<file path="src/rtl/mdr_pkg.sv">
// ----------------------------------------------------------------------------
// mdr_pkg
// Shared constants and types for the multiply/divide register unit: register
// map, access codes and sequencer states.
// ----------------------------------------------------------------------------
package mdr_pkg;

  localparam int unsigned AddrW = 15;
  localparam int unsigned ByteW = 8;
  localparam int unsigned WordW = 16;
  localparam int unsigned CntW  = 4;

  typedef logic [AddrW-1:0] addr_t;
  typedef logic [ByteW-1:0] byte_t;
  typedef logic [WordW-1:0] word_t;

  // write map
  localparam addr_t ADDR_MPY_A   = 15'h4202;
  localparam addr_t ADDR_MPY_B   = 15'h4203;
  localparam addr_t ADDR_DIV_LO  = 15'h4204;
  localparam addr_t ADDR_DIV_HI  = 15'h4205;
  localparam addr_t ADDR_DIV_B   = 15'h4206;
  // read map
  localparam addr_t ADDR_QUOT_LO = 15'h4214;
  localparam addr_t ADDR_QUOT_HI = 15'h4215;
  localparam addr_t ADDR_PR_LO   = 15'h4216;
  localparam addr_t ADDR_PR_HI   = 15'h4217;

  localparam word_t QUOT_DIV0    = 16'hFFFF;

  // access direction
  localparam logic ACT_WRITE = 1'b0;
  localparam logic ACT_READ  = 1'b1;

  // last step index of each operation
  localparam logic [CntW-1:0] MUL_LAST = 4'd7;
  localparam logic [CntW-1:0] DIV_LAST = 4'd15;

  typedef enum logic [1:0] {
    ST_IDLE,
    ST_MUL,
    ST_DIV
  } state_e;

endpackage

</file>
<file path="src/rtl/multiply_divide_registers_top.sv">
// ----------------------------------------------------------------------------
// multiply_divide_registers_top
// Byte-wide register-mapped 8x8 multiply and 16/8 divide unit built around
// one shared 16-bit add/subtract unit stepped by a small sequencer.
// ----------------------------------------------------------------------------
// Timing: plain register writes, reads and bad accesses give their result
// word in the cycle after acceptance; a multiplier write runs 8 shift-add
// steps and a non-zero divisor write 16 restoring steps, all through the
// single shared adder. busy_o is high while a step runs.
// Throughput: one word per cycle for plain accesses while idle; no access is
// taken during a step run. The receiver cannot stall. Reset clears all state.
module multiply_divide_registers_top (
  input  logic               clk_i,
  input  logic               rst_ni,
  input  logic               start_i,
  output logic               busy_o,
  input  logic               action_i,
  input  mdr_pkg::addr_t     register_address_i,
  input  mdr_pkg::byte_t     write_data_i,
  output logic               done_o,
  output mdr_pkg::byte_t     read_data_o,
  output logic               bad_register_o
);
  import mdr_pkg::*;

  state_e            state_q, state_d;
  byte_t             mcand_q, mcand_d;
  byte_t             mplier_q, mplier_d;
  word_t             dividend_q, dividend_d;
  byte_t             divisor_q, divisor_d;
  word_t             quot_q, quot_d;
  word_t             prod_q, prod_d;
  word_t             acc_q, acc_d;
  word_t             work_q, work_d;
  logic [CntW-1:0]   cnt_q, cnt_d;
  logic              done_q, done_d;
  byte_t             rd_q, rd_d;
  logic              bad_q, bad_d;

  // shared adder
  word_t             alu_a, alu_b;
  logic              alu_sub;
  logic [WordW:0]    alu_res;

  logic [ByteW:0]    rem_sh;
  logic              q_bit;
  byte_t             rem_new;

  assign alu_res = alu_sub ? ({1'b0, alu_a} - {1'b0, alu_b})
                           : ({1'b0, alu_a} + {1'b0, alu_b});

  always_comb begin
    state_d    = state_q;
    mcand_d    = mcand_q;
    mplier_d   = mplier_q;
    dividend_d = dividend_q;
    divisor_d  = divisor_q;
    quot_d     = quot_q;
    prod_d     = prod_q;
    acc_d      = acc_q;
    work_d     = work_q;
    cnt_d      = cnt_q;
    done_d     = 1'b0;
    rd_d       = '0;
    bad_d      = 1'b0;
    alu_a      = '0;
    alu_b      = '0;
    alu_sub    = 1'b0;
    rem_sh     = {acc_q[ByteW-1:0], work_q[WordW-1]};
    q_bit      = 1'b0;
    rem_new    = rem_sh[ByteW-1:0];

    unique case (state_q)
      ST_IDLE: begin
        if (start_i) begin
          if (action_i == ACT_WRITE) begin
            unique case (register_address_i)
              ADDR_MPY_A: begin
                mcand_d = write_data_i;
                done_d  = 1'b1;
              end
              ADDR_MPY_B: begin
                mplier_d = write_data_i;
                acc_d    = '0;
                cnt_d    = '0;
                state_d  = ST_MUL;
              end
              ADDR_DIV_LO: begin
                dividend_d = {dividend_q[WordW-1:ByteW], write_data_i};
                done_d     = 1'b1;
              end
              ADDR_DIV_HI: begin
                dividend_d = {write_data_i, dividend_q[ByteW-1:0]};
                done_d     = 1'b1;
              end
              ADDR_DIV_B: begin
                divisor_d = write_data_i;
                if (write_data_i == '0) begin
                  quot_d = QUOT_DIV0;
                  prod_d = dividend_q;
                  done_d = 1'b1;
                end else begin
                  work_d  = dividend_q;
                  acc_d   = '0;
                  cnt_d   = '0;
                  state_d = ST_DIV;
                end
              end
              default: begin
                bad_d  = 1'b1;
                done_d = 1'b1;
              end
            endcase
          end else begin
            done_d = 1'b1;
            unique case (register_address_i)
              ADDR_QUOT_LO: rd_d = quot_q[ByteW-1:0];
              ADDR_QUOT_HI: rd_d = quot_q[WordW-1:ByteW];
              ADDR_PR_LO:   rd_d = prod_q[ByteW-1:0];
              ADDR_PR_HI:   rd_d = prod_q[WordW-1:ByteW];
              default:      bad_d = 1'b1;
            endcase
          end
        end
      end

      ST_MUL: begin
        // msb-first shift-add
        alu_a = {acc_q[WordW-2:0], 1'b0};
        alu_b = mplier_q[~cnt_q[2:0]] ? {{(WordW-ByteW){1'b0}}, mcand_q} : '0;
        acc_d = alu_res[WordW-1:0];
        cnt_d = cnt_q + 1'b1;
        if (cnt_q == MUL_LAST) begin
          prod_d  = alu_res[WordW-1:0];
          done_d  = 1'b1;
          state_d = ST_IDLE;
        end
      end

      ST_DIV: begin
        // restoring step: borrow out means the trial subtract failed
        alu_a   = {{(WordW-ByteW-1){1'b0}}, rem_sh};
        alu_b   = {{(WordW-ByteW){1'b0}}, divisor_q};
        alu_sub = 1'b1;
        q_bit   = ~alu_res[WordW];
        rem_new = q_bit ? alu_res[ByteW-1:0] : rem_sh[ByteW-1:0];
        acc_d   = {{(WordW-ByteW){1'b0}}, rem_new};
        work_d  = {work_q[WordW-2:0], q_bit};
        cnt_d   = cnt_q + 1'b1;
        if (cnt_q == DIV_LAST) begin
          quot_d  = {work_q[WordW-2:0], q_bit};
          prod_d  = {{(WordW-ByteW){1'b0}}, rem_new};
          done_d  = 1'b1;
          state_d = ST_IDLE;
        end
      end

      default: state_d = ST_IDLE;
    endcase
  end

  always_ff @(posedge clk_i or negedge rst_ni) begin
    if (!rst_ni) begin
      state_q    <= ST_IDLE;
      mcand_q    <= '0;
      mplier_q   <= '0;
      dividend_q <= '0;
      divisor_q  <= '0;
      quot_q     <= '0;
      prod_q     <= '0;
      acc_q      <= '0;
      work_q     <= '0;
      cnt_q      <= '0;
      done_q     <= 1'b0;
      rd_q       <= '0;
      bad_q      <= 1'b0;
    end else begin
      state_q    <= state_d;
      mcand_q    <= mcand_d;
      mplier_q   <= mplier_d;
      dividend_q <= dividend_d;
      divisor_q  <= divisor_d;
      quot_q     <= quot_d;
      prod_q     <= prod_d;
      acc_q      <= acc_d;
      work_q     <= work_d;
      cnt_q      <= cnt_d;
      done_q     <= done_d;
      rd_q       <= rd_d;
      bad_q      <= bad_d;
    end
  end

  assign busy_o         = (state_q != ST_IDLE);
  assign done_o         = done_q;
  assign read_data_o    = rd_q;
  assign bad_register_o = bad_q;

  // a bad access never returns data
  a_bad_zero: assert property (@(posedge clk_i) disable iff (!rst_ni)
    (done_o && bad_register_o) |-> (read_data_o == '0))
    else $error("bad access returned non-zero data");

  // a read is answered in the next cycle
  a_read_lat: assert property (@(posedge clk_i) disable iff (!rst_ni)
    (start_i && !busy_o && action_i == ACT_READ) |=> (done_o && !busy_o))
    else $error("read not answered in one cycle");

  // every end of an arithmetic run delivers a word
  a_fell_done: assert property (@(posedge clk_i) disable iff (!rst_ni)
    $fell(busy_o) |-> done_o)
    else $error("operation ended without a result word");

  // no word appears mid-operation
  a_no_done_busy: assert property (@(posedge clk_i) disable iff (!rst_ni)
    busy_o |-> !done_o)
    else $error("result word while busy");

  // a divide step run holds the unit until its last step
  a_div_hold: assert property (@(posedge clk_i) disable iff (!rst_ni)
    (state_q == ST_DIV && cnt_q != DIV_LAST) |=> (state_q == ST_DIV))
    else $error("divide left early");

endmodule
</file>
<file path="config.mk">
export PLATFORM = sky130hd
export DESIGN_NAME = multiply_divide_registers_top
export DESIGN_NICKNAME = d
export VERILOG_FILES = /design/src/rtl/mdr_pkg.sv /design/src/rtl/multiply_divide_registers_top.sv
export SDC_FILE = /design/constraint.sdc
export NUM_CORES = 1
export LEC_CHECK = 0
export BUFFER_PORTS_ARGS = -buffer_cell sky130_fd_sc_hd__clkbuf_2
export CAP_MARGIN = 15
export CORE_MARGIN = 3
export CORE_UTILIZATION = 25
export DETAILED_ROUTE_END_ITERATION = 8
export PLACE_DENSITY = 0.37
export SLEW_MARGIN = 15
export SYNTH_ARGS = -nofsm -noshare
export SYNTH_HDL_FRONTEND = slang
export SYNTH_SLANG_ARGS = --single-unit
</file>
<file path="constraint.sdc">
create_clock -name clk_i -period 6.3 [get_ports clk_i]
set_clock_uncertainty 0.1 [all_clocks]
set_input_delay 1.575 -clock clk_i [delete_from_list [all_inputs] [get_ports clk_i]]
set_output_delay 1.575 -clock clk_i [all_outputs]
set_load 0.02 [all_outputs]
</file>
-- After elaboration in Yosys (flattened, before gate mapping)
Index checks and enable logic that the tools add are counted.
- input bits: 27
- register bits: 119
- word-level logic and storage cells: 125
- output and inout port bits: 11
- reductions and logical operators: 20
- $add $sub $neg: 3
- mux-type cells: 60
- bitwise gates (word level): 5
- equal/unequal tests: 22
- $lt $le $gt $ge: 1
- operator list (operator ; number):
    two-way mux 16 bit ; 15
    == test 15 bit (second input constant) ; 9
    one-hot mux 16 bit (2 select lines) ; 4
    one-hot mux 16 bit (3 select lines) ; 1
    two-way mux 15 bit ; 3
    one-hot mux 15 bit (3 select lines) ; 1
    two-way mux 8 bit ; 5
    one-hot mux 8 bit (4 select lines) ; 1
    one-hot mux 15 bit (2 select lines) ; 1
    AND reduction 5 bit ; 5
    adder 16 x 16 -> 17 bit ; 1
    two-way mux 17 bit ; 1
    subtractor 16 x 16 -> 17 bit ; 1
    one-hot mux 4 bit (2 select lines) ; 2
    one-hot mux 8 bit (2 select lines) ; 1
    two-way mux 1 bit ; 12
    two-way mux 4 bit ; 3
    != test 2 bit (second input constant) ; 6
    AND reduction 4 bit ; 3
    AND reduction 6 bit ; 2
    two-way mux 2 bit ; 5
    zero test 8 bit ; 1
    AND reduction 7 bit ; 1
    one-hot mux 2 bit (3 select lines) ; 1
    21 further kinds ; 26

-- Depth between registers and ports, before layout
Gate-level depths: netlist (run 1).
- word-level depth: 10
- mapped depth: 18
- mapped depth without buffers: 16

-- Worst setup path before layout (run 1)
No wires, ideal clock.
- kind: register -> register
- from: register state_q[0]
- to: register prod_q[5]
- data arrival time: 3.965 ns
- library setup time: 0.133 ns
- stages on the path, launching flop included: 18
- path slack: 2.102 ns
- path buffers: 3
- clock period less this slack: 4.198 ns
- data required time: 6.067 ns
- cells stage by stage: dfrtp_1 -> inv_1 -> ha_1 -> clkbuf_1 -> clkbuf_1 -> and2_1 -> clkbuf_1 -> a22oi_1 -> ha_1 -> nor2_1 -> xor2_1 -> ha_1 -> a211oi_1 -> o21ai_0 -> a21boi_1 -> a21oi_1 -> o2111ai_1 -> a31oi_1
- cells in the longest elaborated chain, start to end: 7
- elaborated cells between the ends (all ways): 21
- those cells by class: 2 x add/sub; 8 x eq/ne; 8 x mux; 3 x reduce/logical
- RTL lines (element ; line ; text):
    start: declaration ; multiply_divide_registers_top.sv:26 ; state_e state_q, state_d;
    start signal: assignment ; multiply_divide_registers_top.sv:178 ; state_q <= state_d;
    == test 2 bit or == test 2 x 1 -> 1 bit (tied branches) ; multiply_divide_registers_top.sv:73 ; unique case (state_q)
    one-hot mux 16 bit (2 select lines) or one-hot mux 8 bit (2 select lines) (tied branches) ; multiply_divide_registers_top.sv:73 ;
    adder 16 x 16 -> 17 bit or subtractor 16 x 16 -> 17 bit (tied branches) ; multiply_divide_registers_top.sv:50, multiply_divide_registers_top.sv:49 ;
    two-way mux 17 bit ; multiply_divide_registers_top.sv:49 ; assign alu_res = alu_sub ? ({1'b0, alu_a} - {1'b0, alu_b})
    two-way mux 8 bit ; multiply_divide_registers_top.sv:146 ; rem_new = q_bit ? alu_res[ByteW-1:0] : rem_sh[ByteW-1:0];
    two-way mux 16 bit ; multiply_divide_registers_top.sv:150 ; if (cnt_q == DIV_LAST) begin
    one-hot mux 16 bit (3 select lines) ; multiply_divide_registers_top.sv:73 ;
    end signal: assignment ; multiply_divide_registers_top.sv:184 ; prod_q <= prod_d;
    end: declaration ; multiply_divide_registers_top.sv:32 ; word_t prod_q, prod_d;
Parallel ways exist; a longest one is shown, timed or not. The select of a mux whose other input is x is not followed.
A chain may end at the register's enable or synchronous reset.

-- Worst setup path in the final report (run 1)
- from: register state_q[1]
- to: register acc_q[3]
- cells in the longest elaborated chain, start to end: 6
- elaborated cells between the ends (all ways): 17
- those cells by class: 2 x add/sub; 6 x eq/ne; 6 x mux; 3 x reduce/logical
- RTL lines (element ; line ; text):
    == test 2 bit or == test 2 x 1 -> 1 bit (tied branches) ; multiply_divide_registers_top.sv:73 ;
    one-hot mux 16 bit (2 select lines) or one-hot mux 8 bit (2 select lines) (tied branches) ; multiply_divide_registers_top.sv:73 ;
    adder 16 x 16 -> 17 bit or subtractor 16 x 16 -> 17 bit (tied branches) ; multiply_divide_registers_top.sv:50, multiply_divide_registers_top.sv:49 ;
    two-way mux 17 bit ; multiply_divide_registers_top.sv:49 ;
    two-way mux 8 bit ; multiply_divide_registers_top.sv:146 ;
    one-hot mux 15 bit (3 select lines) ; multiply_divide_registers_top.sv:73 ;
    end signal: assignment ; multiply_divide_registers_top.sv:171 ; acc_q <= '0;
    end signal: assignment ; multiply_divide_registers_top.sv:185 ; acc_q <= acc_d;
    end: declaration ; multiply_divide_registers_top.sv:33 ; word_t acc_q, acc_d;
Parallel ways exist; a longest one is shown, timed or not.

==> results of run 1 <==
-- power by group through the flow --
stage / sequential, W / combinational (W) / clock, W
after CTS: 0.000768 / 0.0000553 / 0.000926
final: 0.000768 / 0.0000532 / 0.000895
after detailed placement: 0.000782 / 0.0000550 / 0
after floorplan: 0.000782 / 0.0000137 / 0
after global placement: 0.000782 / 0.0000548 / 0
after global routing: 0.000768 / 0.0000598 / 0.000959
-- worst paths after layout --
path / start / to / slack (ns) / cells past startpoint
max in group asynchronous: rst_ni / dividend_q[13] / 3.97 / 2
min in group asynchronous: rst_ni / prod_q[3] / 0.98 / 1
setup / recovery: state_q[1] / acc_q[3] / 1.13 / 17
hold / removal: acc_q[14] / acc_q[14] / 0.37 / 2
setup reg to reg: state_q[1] / acc_q[3] / 1.13 / 17
hold reg to reg: acc_q[14] / acc_q[14] / 0.37 / 2
-- kinds of logic after synthesis --
| group | share of synthesized area [%] |
|---|---|
| simple gates | 18.1 |
| xor+xnor | 1.28 |
| mux | 13.4 |
| flops | 43.5 |
| fa+ha+maj | 4.49 |
| buf+inv | 2.79 |
| compound gates | 16.5 |
-- state kept, by name, indices dropped and copies added, names as in the netlist, 8 cells and up --
signal / count
dividend_q: 16
divisor_q: 8
work_q: 16
read_data_o: 8
prod_q: 16
mcand_q: 8
acc_q: 15
mplier_q: 8
quot_q: 16
-- worst register-to-register path, cell delays in order (launching register included) --
cell and delay (ns):
dfrtp_1 0.38, inv_1 0.09, ha_1 0.49, nand2_1 0.34
nor2_1 0.19, buf_4 0.20, a22oi_1 0.11, ha_1 0.29
a21oi_1 0.13, a21oi_1 0.09, a222oi_1 0.43, ha_1 0.38
o21ai_0 0.13, o21ai_0 0.22, a21boi_1 0.54, a211oi_1 0.17
a211oi_1 0.56, o21ai_0 0.20
-- synthesized netlist by cell type (all sizes together) (5+ instances only) --
cell type  number
mux2           40
nand2          83
nor3           12
o2111ai         6
o21ai          60
nand3           9
dfrtp         119
o31ai           5
and2           10
nor2b          26
a21o            6
buf             6
a22oi           7
nand2b         13
a31oi          13
a211oi          8
ha             23
mux2i          24
clkbuf         27
inv            13
xnor2           6
a21oi          34
nor4            6
nor2           53
nand3b          5
mux4           10
o211ai          5
-- routing by layer --
layer	up-vias	global-route usage, %	part of all wire (%)	wire, um
li1	2621	-	-	-
met1	2719	21.6	49	10400
met2	165	22.2	44	9400
met3	30	3.26	4.5	954
met4	0	5.32	2.5	524
met5	-	0	0	0
-- final cells by class --
cell class	count	area, um2
clock inverter	14	104
multi-input combinational	527	3690
tap	335	419
timing repair buffer	47	263
sequential	119	2980
fill	2733	18600
clock buffer	18	439
inverter	15	56.3
-- per-stage QoR --
stage | setup slack (ns) | area, um2 | hold slack, ns | utilization, %
floorplan | 2.10 | 6850 | 0.338 | -
global placement | 1.28 | 7400 | 0.362 | 27.9
detailed placement | 1.19 | 7400 | 0.369 | 27.9
CTS | 1.17 | 7950 | 0.382 | 30.0
global route | 0.726 | 7950 | 0.392 | 30.0
finish | 1.13 | 7950 | 0.374 | 30.0
==> impl_metrics.json, run 1 <==
{
  "cp-start-kind": "flop",
  "htree_levels": 4,
  "nets": 778,
  "final_common_cell": "dfrtp_1",
  "synth_flop_cell": "dfrtp_1",
  "period_needed_ns": 5.17,
  "path_class": "flop to flop",
  "grt_overflow": 0,
  "cts.sinks": 119,
  "worstSkewPairLatency_ns": 0.42,
  "grt_first_pass_wirelength_mm": 33.1,
  "synth_area_um2": 6850,
  "ys_warn_count": 0,
  "track_usage_pct": 15.0,
  "rsz0062_at_grt": "no",
  "via_count": 5535,
  "ios": 38,
  "fp-row-count": 59,
  "synth.area.top_cells": "dfrtp_1, mux2_2, nand2_1, o21ai_0, ha_1",
  "seq_power_share_pct": 44.7,
  "dp_cells": 1043,
  "switching_power_w": 0.000422,
  "total_power_w": 0.00172,
  "cap_violations": 0,
  "drc_errors": 0,
  "cts_made_buffers": 17,
  "n_antenna_cell": 0,
  "required_ns": 6.46,
  "synth_top_area_share_pct": 43.5,
  "yosys.area.top_type": "dfrtp_1",
  "synth_edf_count": 0,
  "ant_nets": 0,
  "worst_hold_path_type": "flop to flop",
  "ys_ff_latch": 119,
  "status": "finished, final reports clean",
  "antenna_found_initial": 0,
  "numPortBuffers": 37,
  "syn_to_final_growth_pct": 16.0,
  "cp_top_family": "compound AO/OA/AOI/OAI gates",
  "cts_resized": 0,
  "clock-root-buffer": "clkbuf_16",
  "cts_setup_buffers": 0,
  "path_clk_slew_ns": 0.06,
  "vdd_drop_max_uv": 159,
  "dr.pass1.iters": 5,
  "cts_hold_buf": 0,
  "critPathArrivalTime_ns": 5.34,
  "drt_iter0_markers": 291,
  "slew_viol_final": 0,
  "hpwl_mm": 15.7,
  "layout_common_cells": "dfrtp_1, nand2_1, o21ai_0",
  "avgSynthCellArea_um2": 9.87,
  "grt_pass1_vias": 5552,
  "instances_no_fill": 1075,
  "leakagePower_nw": 3.45,
  "setup_violations": 0,
  "dieArea_um2": 29400,
  "wl_mm": 21.3,
  "powerDensity_nw_per_um2": 216,
  "crit_slowest_cell": "a211oi_1",
  "combPwrFrac_pct": 3.1,
  "cts_tree": "built",
  "ys_types": 66,
  "postSynthCellCount": 694,
  "cts.path.max_buffers": 2,
  "syn-num-nets": 745,
  "clkPwrFrac_pct": 52.2,
  "hold_viol_final": 0,
  "cp.buffers_inverters": 2,
  "slew_headroom_pct": 35.4,
  "yosysSeqAreaShare_pct": 43.5,
  "fmax_mhz": 193,
  "cp_cell_sequence": "inv_1 > ha_1 > nand2_1 > nor2_1 > buf_4 > a22oi_1 > ha_1 > a21oi_1 > a21oi_1 > a222oi_1 > ha_1 > o21ai_0 > o21ai_0 > a21boi_1 > a211oi_1 > a211oi_1 > o21ai_0",
  "cp_max_fo": 14,
  "wl_per_cell_um": 19.8,
  "setup_tns_ns": 0,
  "drt-vias-per-instance": 5.15,
  "cp-end-kind": "flop",
  "fp.dieH_um": 172,
  "fp.dieW_um": 172,
  "async_flop_share_pct": 100,
  "grt_max_degree": 62,
  "finalCritPeriodShare_pct": 82.1,
  "core-area_um2": 26500,
  "internal_power_w": 0.00129,
  "critPathMaxStageDelay_ns": 0.56,
  "swShare_pct": 24.6,
  "worst-slew-pin-transition_ns": 0.970,
  "gp_congestion": 0.826,
  "initial_utilization_pct": 25.9,
  "drive_gt1_share_pct": 20.1
}
(Power assumes the default switching activity.)
==> inputs of run 2 (changes only) <==
==> constraint.sdc (replaced) <==
create_clock -name clk_i -period 4.8 [get_ports clk_i]
set_clock_uncertainty 0.1 [all_clocks]
set_input_delay 1.2 -clock clk_i [delete_from_list [all_inputs] [get_ports clk_i]]
set_output_delay 1.2 -clock clk_i [all_outputs]
set_load 0.02 [all_outputs]
==> run 2 against run 1 <==
  * Non-clock buffer count grew 7
  * Die area is the same
  * Final cell count grew 0.56%
  * First-iteration DRC count grew 31%
  * Largest cell class unchanged
  * Utilization grew 0.44 points
  * Critical path depth shrank 3
  * Highest routed layer unchanged
  * Sequential power grew 32%
  * Count of clock-buffer cells in the layout is the same
  * Critical endpoint is now prod_q[13]
==> impl_metrics.json, run 2 (synthesis gave the netlist of run 1 again) <==
{
  "grt_max_degree": 120,
  "timing.reg2reg.setup_slack_ns": 0.40,
  "finalCritPeriodShare_pct": 91.7,
  "crit_top_cell": "a21oi_1",
  "cts_made_buffers": 17,
  "via_count": 5522,
  "cp_max_fo": 6,
  "ant_nets": 0,
  "path_class": "flop to flop",
  "setup_violations": 0,
  "cts_tree": "built",
  "dieArea_um2": 29400,
  "slew_viol_final": 0,
  "drc_errors": 0,
  "multi_input_area_um2": 3690,
  "syn_to_final_growth_pct": 17.7,
  "worstSkewPairLatency_ns": 0.41,
  "track_usage_pct": 15.4,
  "final_common_cell": "dfrtp_1",
  "clkPwrFrac_pct": 54.9,
  "reg2regPathDepth": 14,
  "hold_path_depth": 2,
  "fin_area_um2": 8060,
  "rr_startpoint": "cnt_q[0]",
  "worst_hold_path_type": "flop to flop",
  "drt_iter0_markers": 380,
  "hold_viol_final": 0,
  "swShare_pct": 22.5,
  "cap_violations": 0,
  "clock-root-buffer": "clkbuf_16",
  "leakagePower_nw": 3.51,
  "grt_overflow": 0,
  "combPwrFrac_pct": 2.9,
  "grt_first_pass_wirelength_mm": 34.1,
  "vdd_drop_max_uv": 207,
  "nets": 785,
  "wl_per_cell_um": 20.2,
  "drt-vias-per-instance": 5.11,
  "fp-row-count": 59,
  "wl_mm": 21.8,
  "n_fill_cell": 2736,
  "rsz0062_at_grt": "no",
  "critPathArrivalTime_ns": 4.65,
  "ios": 38,
  "hold_end": "acc_q[10]",
  "layout_common_cells": "dfrtp_1, nand2_1, o21ai_0",
  "fp.dieH_um": 172,
  "cp.buffers_inverters": 0,
  "cp-end-kind": "flop",
  "drive_gt1_share_pct": 20.7,
  "cp_top_family": "compound AO/OA/AOI/OAI gates",
  "required_ns": 5.05,
  "placed_cell_area_um2": 7470,
  "fmax_mhz": 227,
  "numPortBuffers": 37,
  "htree_levels": 4,
  "r2r_end": "prod_q[13]",
  "status": "finished, final reports clean",
  "critPathMaxStageDelay_ns": 0.57,
  "grt_pass1_vias": 5598,
  "powerDensity_nw_per_um2": 296,
  "gp_congestion": 0.849,
  "crit_slowest_cell": "or4_1",
  "internal_power_w": 0.00185,
  "cts.sinks": 119,
  "cp_cell_sequence": "mux4_2 > mux2i_1 > nor2_1 > a22oi_1 > ha_1 > a21oi_1 > a21oi_1 > a222oi_1 > ha_1 > or4_1 > o2111ai_1 > a21oi_1 > mux2i_1 > o32a_1",
  "ff_latch_area_um2": 2980,
  "setup_tns_ns": 0,
  "path_clk_slew_ns": 0.06,
  "min_from": "acc_q[10]",
  "hpwl_mm": 16.1,
  "initial_utilization_pct": 25.9,
  "seq_power_share_pct": 42.2,
  "period_needed_ns": 4.40,
  "worst-slew-pin-transition_ns": 0.984,
  "antenna_found_initial": 0,
  "dr.pass1.iters": 7,
  "core-area_um2": 26500,
  "cts_setup_buffers": 0,
  "switching_power_w": 0.000538,
  "slew_headroom_pct": 34.2,
  "cp-start-kind": "flop",
  "fp.dieW_um": 172,
  "cts.path.max_buffers": 2
}
==> run 2: worst min-delay path: stages, from the launching register on <==
cell	delay (ns)
dfrtp_1	0.34
nand2_1	0.05
nand2_1	0.05
==> run 2: layer usage <==
metal / track usage (%) / wire (um) / vias to the layer above
li1: - / - / 2614
met1: 22.2 / 10900 / 2767
met2: 23.8 / 9770 / 122
met3: 2.60 / 766 / 19
met4: 4.62 / 317 / 0
met5: 0 / 0 / -
==> run 2: area by class of cell <==
cell class | instances | area share [%]
timing repair buffer | 54 | 4.07
clock inverter | 12 | 1.89
multi-input combinational | 527 | 45.7
sequential | 119 | 36.9
clock buffer | 18 | 5.45
antenna | 1 | 0.0310
tap | 335 | 5.20
inverter | 15 | 0.698
==> run 2: metrics by stage <==
| stage | hold slack (ns) | setup slack (ns) | total power (W) | cells | util, % |
|---|---|---|---|---|---|
| 4_1_cts | 0.378 | 0.347 | 0.00242 | 1080 | 30.4 |
| 6_report | 0.371 | 0.399 | 0.00239 | 1081 | 30.4 |
| 2_1_floorplan | 0.338 | 0.602 | 0.00104 | 694 | - |
| 3_5_place_dp | 0.362 | 0.353 | 0.00110 | 1050 | 28.2 |
| 3_3_place_gp | 0.364 | 0.367 | 0.00110 | 1050 | 28.2 |
| 5_1_grt | 0.404 | 0.113 | 0.00248 | 1080 | 30.4 |
==> run 2: how the worst max path moves through the flow <==
stage,from,endpoint,slack [ns],cells after the start
2_1_floorplan,state_q[0],prod_q[5],0.60,17
3_3_place_gp,cnt_q[0],prod_q[6],0.37,15
3_5_place_dp,cnt_q[0],acc_q[13],0.35,14
4_1_cts,cnt_q[0],prod_q[13],0.35,14
5_1_grt,cnt_q[0],prod_q[5],0.11,16
6_report,cnt_q[0],prod_q[13],0.40,14
==> run 2: power groups by stage <==
stage	Clock (W)	Combinational [W]	Sequential, W
3_5_place_dp	0	0.0000730	0.00103
2_1_floorplan	0	0.0000180	0.00103
5_1_grt	0.00140	0.0000782	0.00101
3_3_place_gp	0	0.0000721	0.00103
6_report	0.00131	0.0000690	0.00101
4_1_cts	0.00134	0.0000730	0.00101
==> run 2: what timing repair did <==
action,CTS,global route
endpoints found under the setup margin,0,3
resized for setup,0,1
endpoints found under the hold margin,0,0
hold buffers,0,0
==> inputs of run 3 (changes only) <==
--- a/config.mk
+++ b/config.mk
@@ -8,9 +8,9 @@
 export BUFFER_PORTS_ARGS = -buffer_cell sky130_fd_sc_hd__clkbuf_2
 export CAP_MARGIN = 15
 export CORE_MARGIN = 3
-export CORE_UTILIZATION = 25
+export CORE_UTILIZATION = 45
 export DETAILED_ROUTE_END_ITERATION = 8
-export PLACE_DENSITY = 0.37
+export PLACE_DENSITY = 0.6
 export SLEW_MARGIN = 15
 export SYNTH_ARGS = -nofsm -noshare
 export SYNTH_HDL_FRONTEND = slang
==> run 3 against run 2 <==
  * Global-route usage is 7.6 points higher
  * Die area is 43% lower
  * Register-to-register slack worse by 0.14 ns
  * Clock power shrank 8%
  * Count of clock-buffer cells in the layout is the same
  * Combinational power shrank 4.9%
  * Hold slack improved by 0.0022 ns
  * Utilization up 23 points
  * Power shrank 4.5%
  * Critical path depth rose by 1
  * Via count rose by 2.0%
  * Sequential share of layout area up 1.1 points
  * Critical path type unchanged
==> impl_metrics.json, run 3 (synthesis gave the netlist of run 1 again) <==
{
  "status": "finished, final reports clean",
  "dr_wl_met2_mm": 8.28,
  "vdd_drop_max_uv": 218,
  "critPathMaxStageDelay_ns": 0.57,
  "cp-end-kind": "flop",
  "slew_viol_final": 0,
  "critPathArrivalTime_ns": 4.73,
  "period_needed_ns": 4.54,
  "final_common_cell": "dfrtp_1",
  "cts_tree": "built",
  "required_ns": 5.00,
  "cp_cell_sequence": "mux4_2 > mux2i_1 > nor2_1 > buf_4 > a22oi_1 > ha_1 > a21oi_1 > a21oi_1 > a222oi_1 > ha_1 > or4_1 > o2111ai_1 > a21oi_1 > mux2i_1 > o32a_1",
  "drive_gt1_share_pct": 20.8,
  "route.met3.wl_um": 978,
  "cts.sinks": 119,
  "powerDensity_nw_per_um2": 291,
  "hold_viol_final": 0,
  "ff_latch_area_um2": 2980,
  "worst-slew-pin-transition_ns": 0.839,
  "via_count": 5631,
  "setup_violations": 0,
  "fp.dieH_um": 129,
  "grt_max_degree": 63,
  "fp.dieW_um": 129,
  "highest_layer": "met4",
  "hpwl_mm": 13.7,
  "path_class": "flop to flop",
  "grt_first_pass_wirelength_mm": 29.7,
  "track_usage_pct": 23.0,
  "cts_hold_buf": 0,
  "worst_hold_path_type": "flop to flop",
  "ant_nets": 0,
  "cts_resized": 0,
  "wl_met1_mm": 8.57,
  "cp_max_fo": 13,
  "worstSkewPairLatency_ns": 0.42,
  "grt_overflow": 0,
  "total_power_w": 0.00228,
  "cts_made_buffers": 17,
  "multi_input_area_um2": 3710,
  "drc_errors": 0,
  "layout_common_cells": "dfrtp_1, nand2_1, o21ai_0",
  "fp-row-count": 44,
  "drt-vias-per-instance": 6.06,
  "wl_mm": 18.3,
  "cp_top_family": "compound AO/OA/AOI/OAI gates",
  "n_antenna_cell": 0,
  "htree_levels": 4,
  "leakagePower_nw": 3.48,
  "cts_setup_buffers": 0,
  "setup_tns_ns": 0,
  "grt_pass1_vias": 5450,
  "antenna_found_initial": 0,
  "dr.pass1.iters": 6,
  "n_fill_cell": 1334,
  "dieArea_um2": 16700,
  "core-area_um2": 14700,
  "cts.path.max_buffers": 2,
  "wl_per_cell_um": 19.7,
  "fmax_mhz": 220,
  "path_clk_slew_ns": 0.06,
  "numPortBuffers": 37,
  "crit_top_cell": "a21oi_1",
  "ios": 38,
  "initial_utilization_pct": 46.6,
  "syn_to_final_growth_pct": 14.4,
  "finalCritPeriodShare_pct": 94.5,
  "cp.buffers_inverters": 1,
  "drt_iter0_markers": 486,
  "crit_slowest_cell": "or4_1",
  "gp_congestion": 0.925,
  "nets": 783,
  "slew_headroom_pct": 43.9,
  "cp-start-kind": "flop",
  "clock-root-buffer": "clkbuf_16",
  "rsz0062_at_grt": "no",
  "cap_violations": 0
}
run 3: cell types whose count changed in the layout (fill, tap and decap cells not counted), sizes merged:
cell,delta
buf,-2
diode,-1
clkinv,+1
bufinv,-2
inv,+2
clkinvlp,+1
run 3: tightest hold or removal path: stages, from the launching register on:
cell     delay, ns
dfrtp_1       0.34
nand2_1       0.05
nand2_1       0.05
run 3: worst paths after layout:
check                               start    endpoint  slack (ns)  cells after the start
worst min register to register  acc_q[10]   acc_q[10]        0.37                      2
worst max register to register   cnt_q[0]  prod_q[13]        0.26                     15
worst max-delay path             cnt_q[0]  prod_q[13]        0.26                     15
min in group asynchronous          rst_ni   acc_q[10]        0.77                      1
max in group asynchronous          rst_ni   work_q[0]        2.90                      2
worst min-delay path            acc_q[10]   acc_q[10]        0.37                      2
run 3: final cells by class:
| cell class | count | share of cell area [%] |
|---|---|---|
| clock buffers | 18 | 5.60 |
| clock inverters | 14 | 1.56 |
| inverters | 15 | 0.718 |
| multi-input cells | 527 | 47.3 |
| flip-flops and latches | 119 | 38.0 |
| well taps | 184 | 2.94 |
| repair buffers | 52 | 3.83 |
run 3: where the power goes:
group          switching (W)  internal [W]  leakage [nW]  total (W)
combinational      0.0000476     0.0000180          1.60  0.0000656
sequential        0.00000152       0.00101          1.62    0.00101
clock               0.000480      0.000726         0.265    0.00121
total               0.000529       0.00175          3.48    0.00228
run 3: metrics by stage:
step / std cells / setup slack, ns / cell area (um2) / hold slack, ns / utilization, %
floorplan: 694 / 0.602 / 6850 / 0.338 / -
global placement: 897 / 0.431 / 7250 / 0.360 / 49.3
detailed placement: 897 / 0.211 / 7250 / 0.359 / 49.3
CTS: 929 / 0.188 / 7820 / 0.372 / 53.2
global route: 929 / 0.00622 / 7840 / 0.405 / 53.3
finish: 929 / 0.262 / 7840 / 0.373 / 53.3
run 3: metal layers:
metal | global-route usage (%) | up-vias
met1 | 33.2 | 2799
li1 | - | 2620
met2 | 35.3 | 174
met4 | 8.28 | 0
met3 | 3.75 | 38
met5 | 0 | -
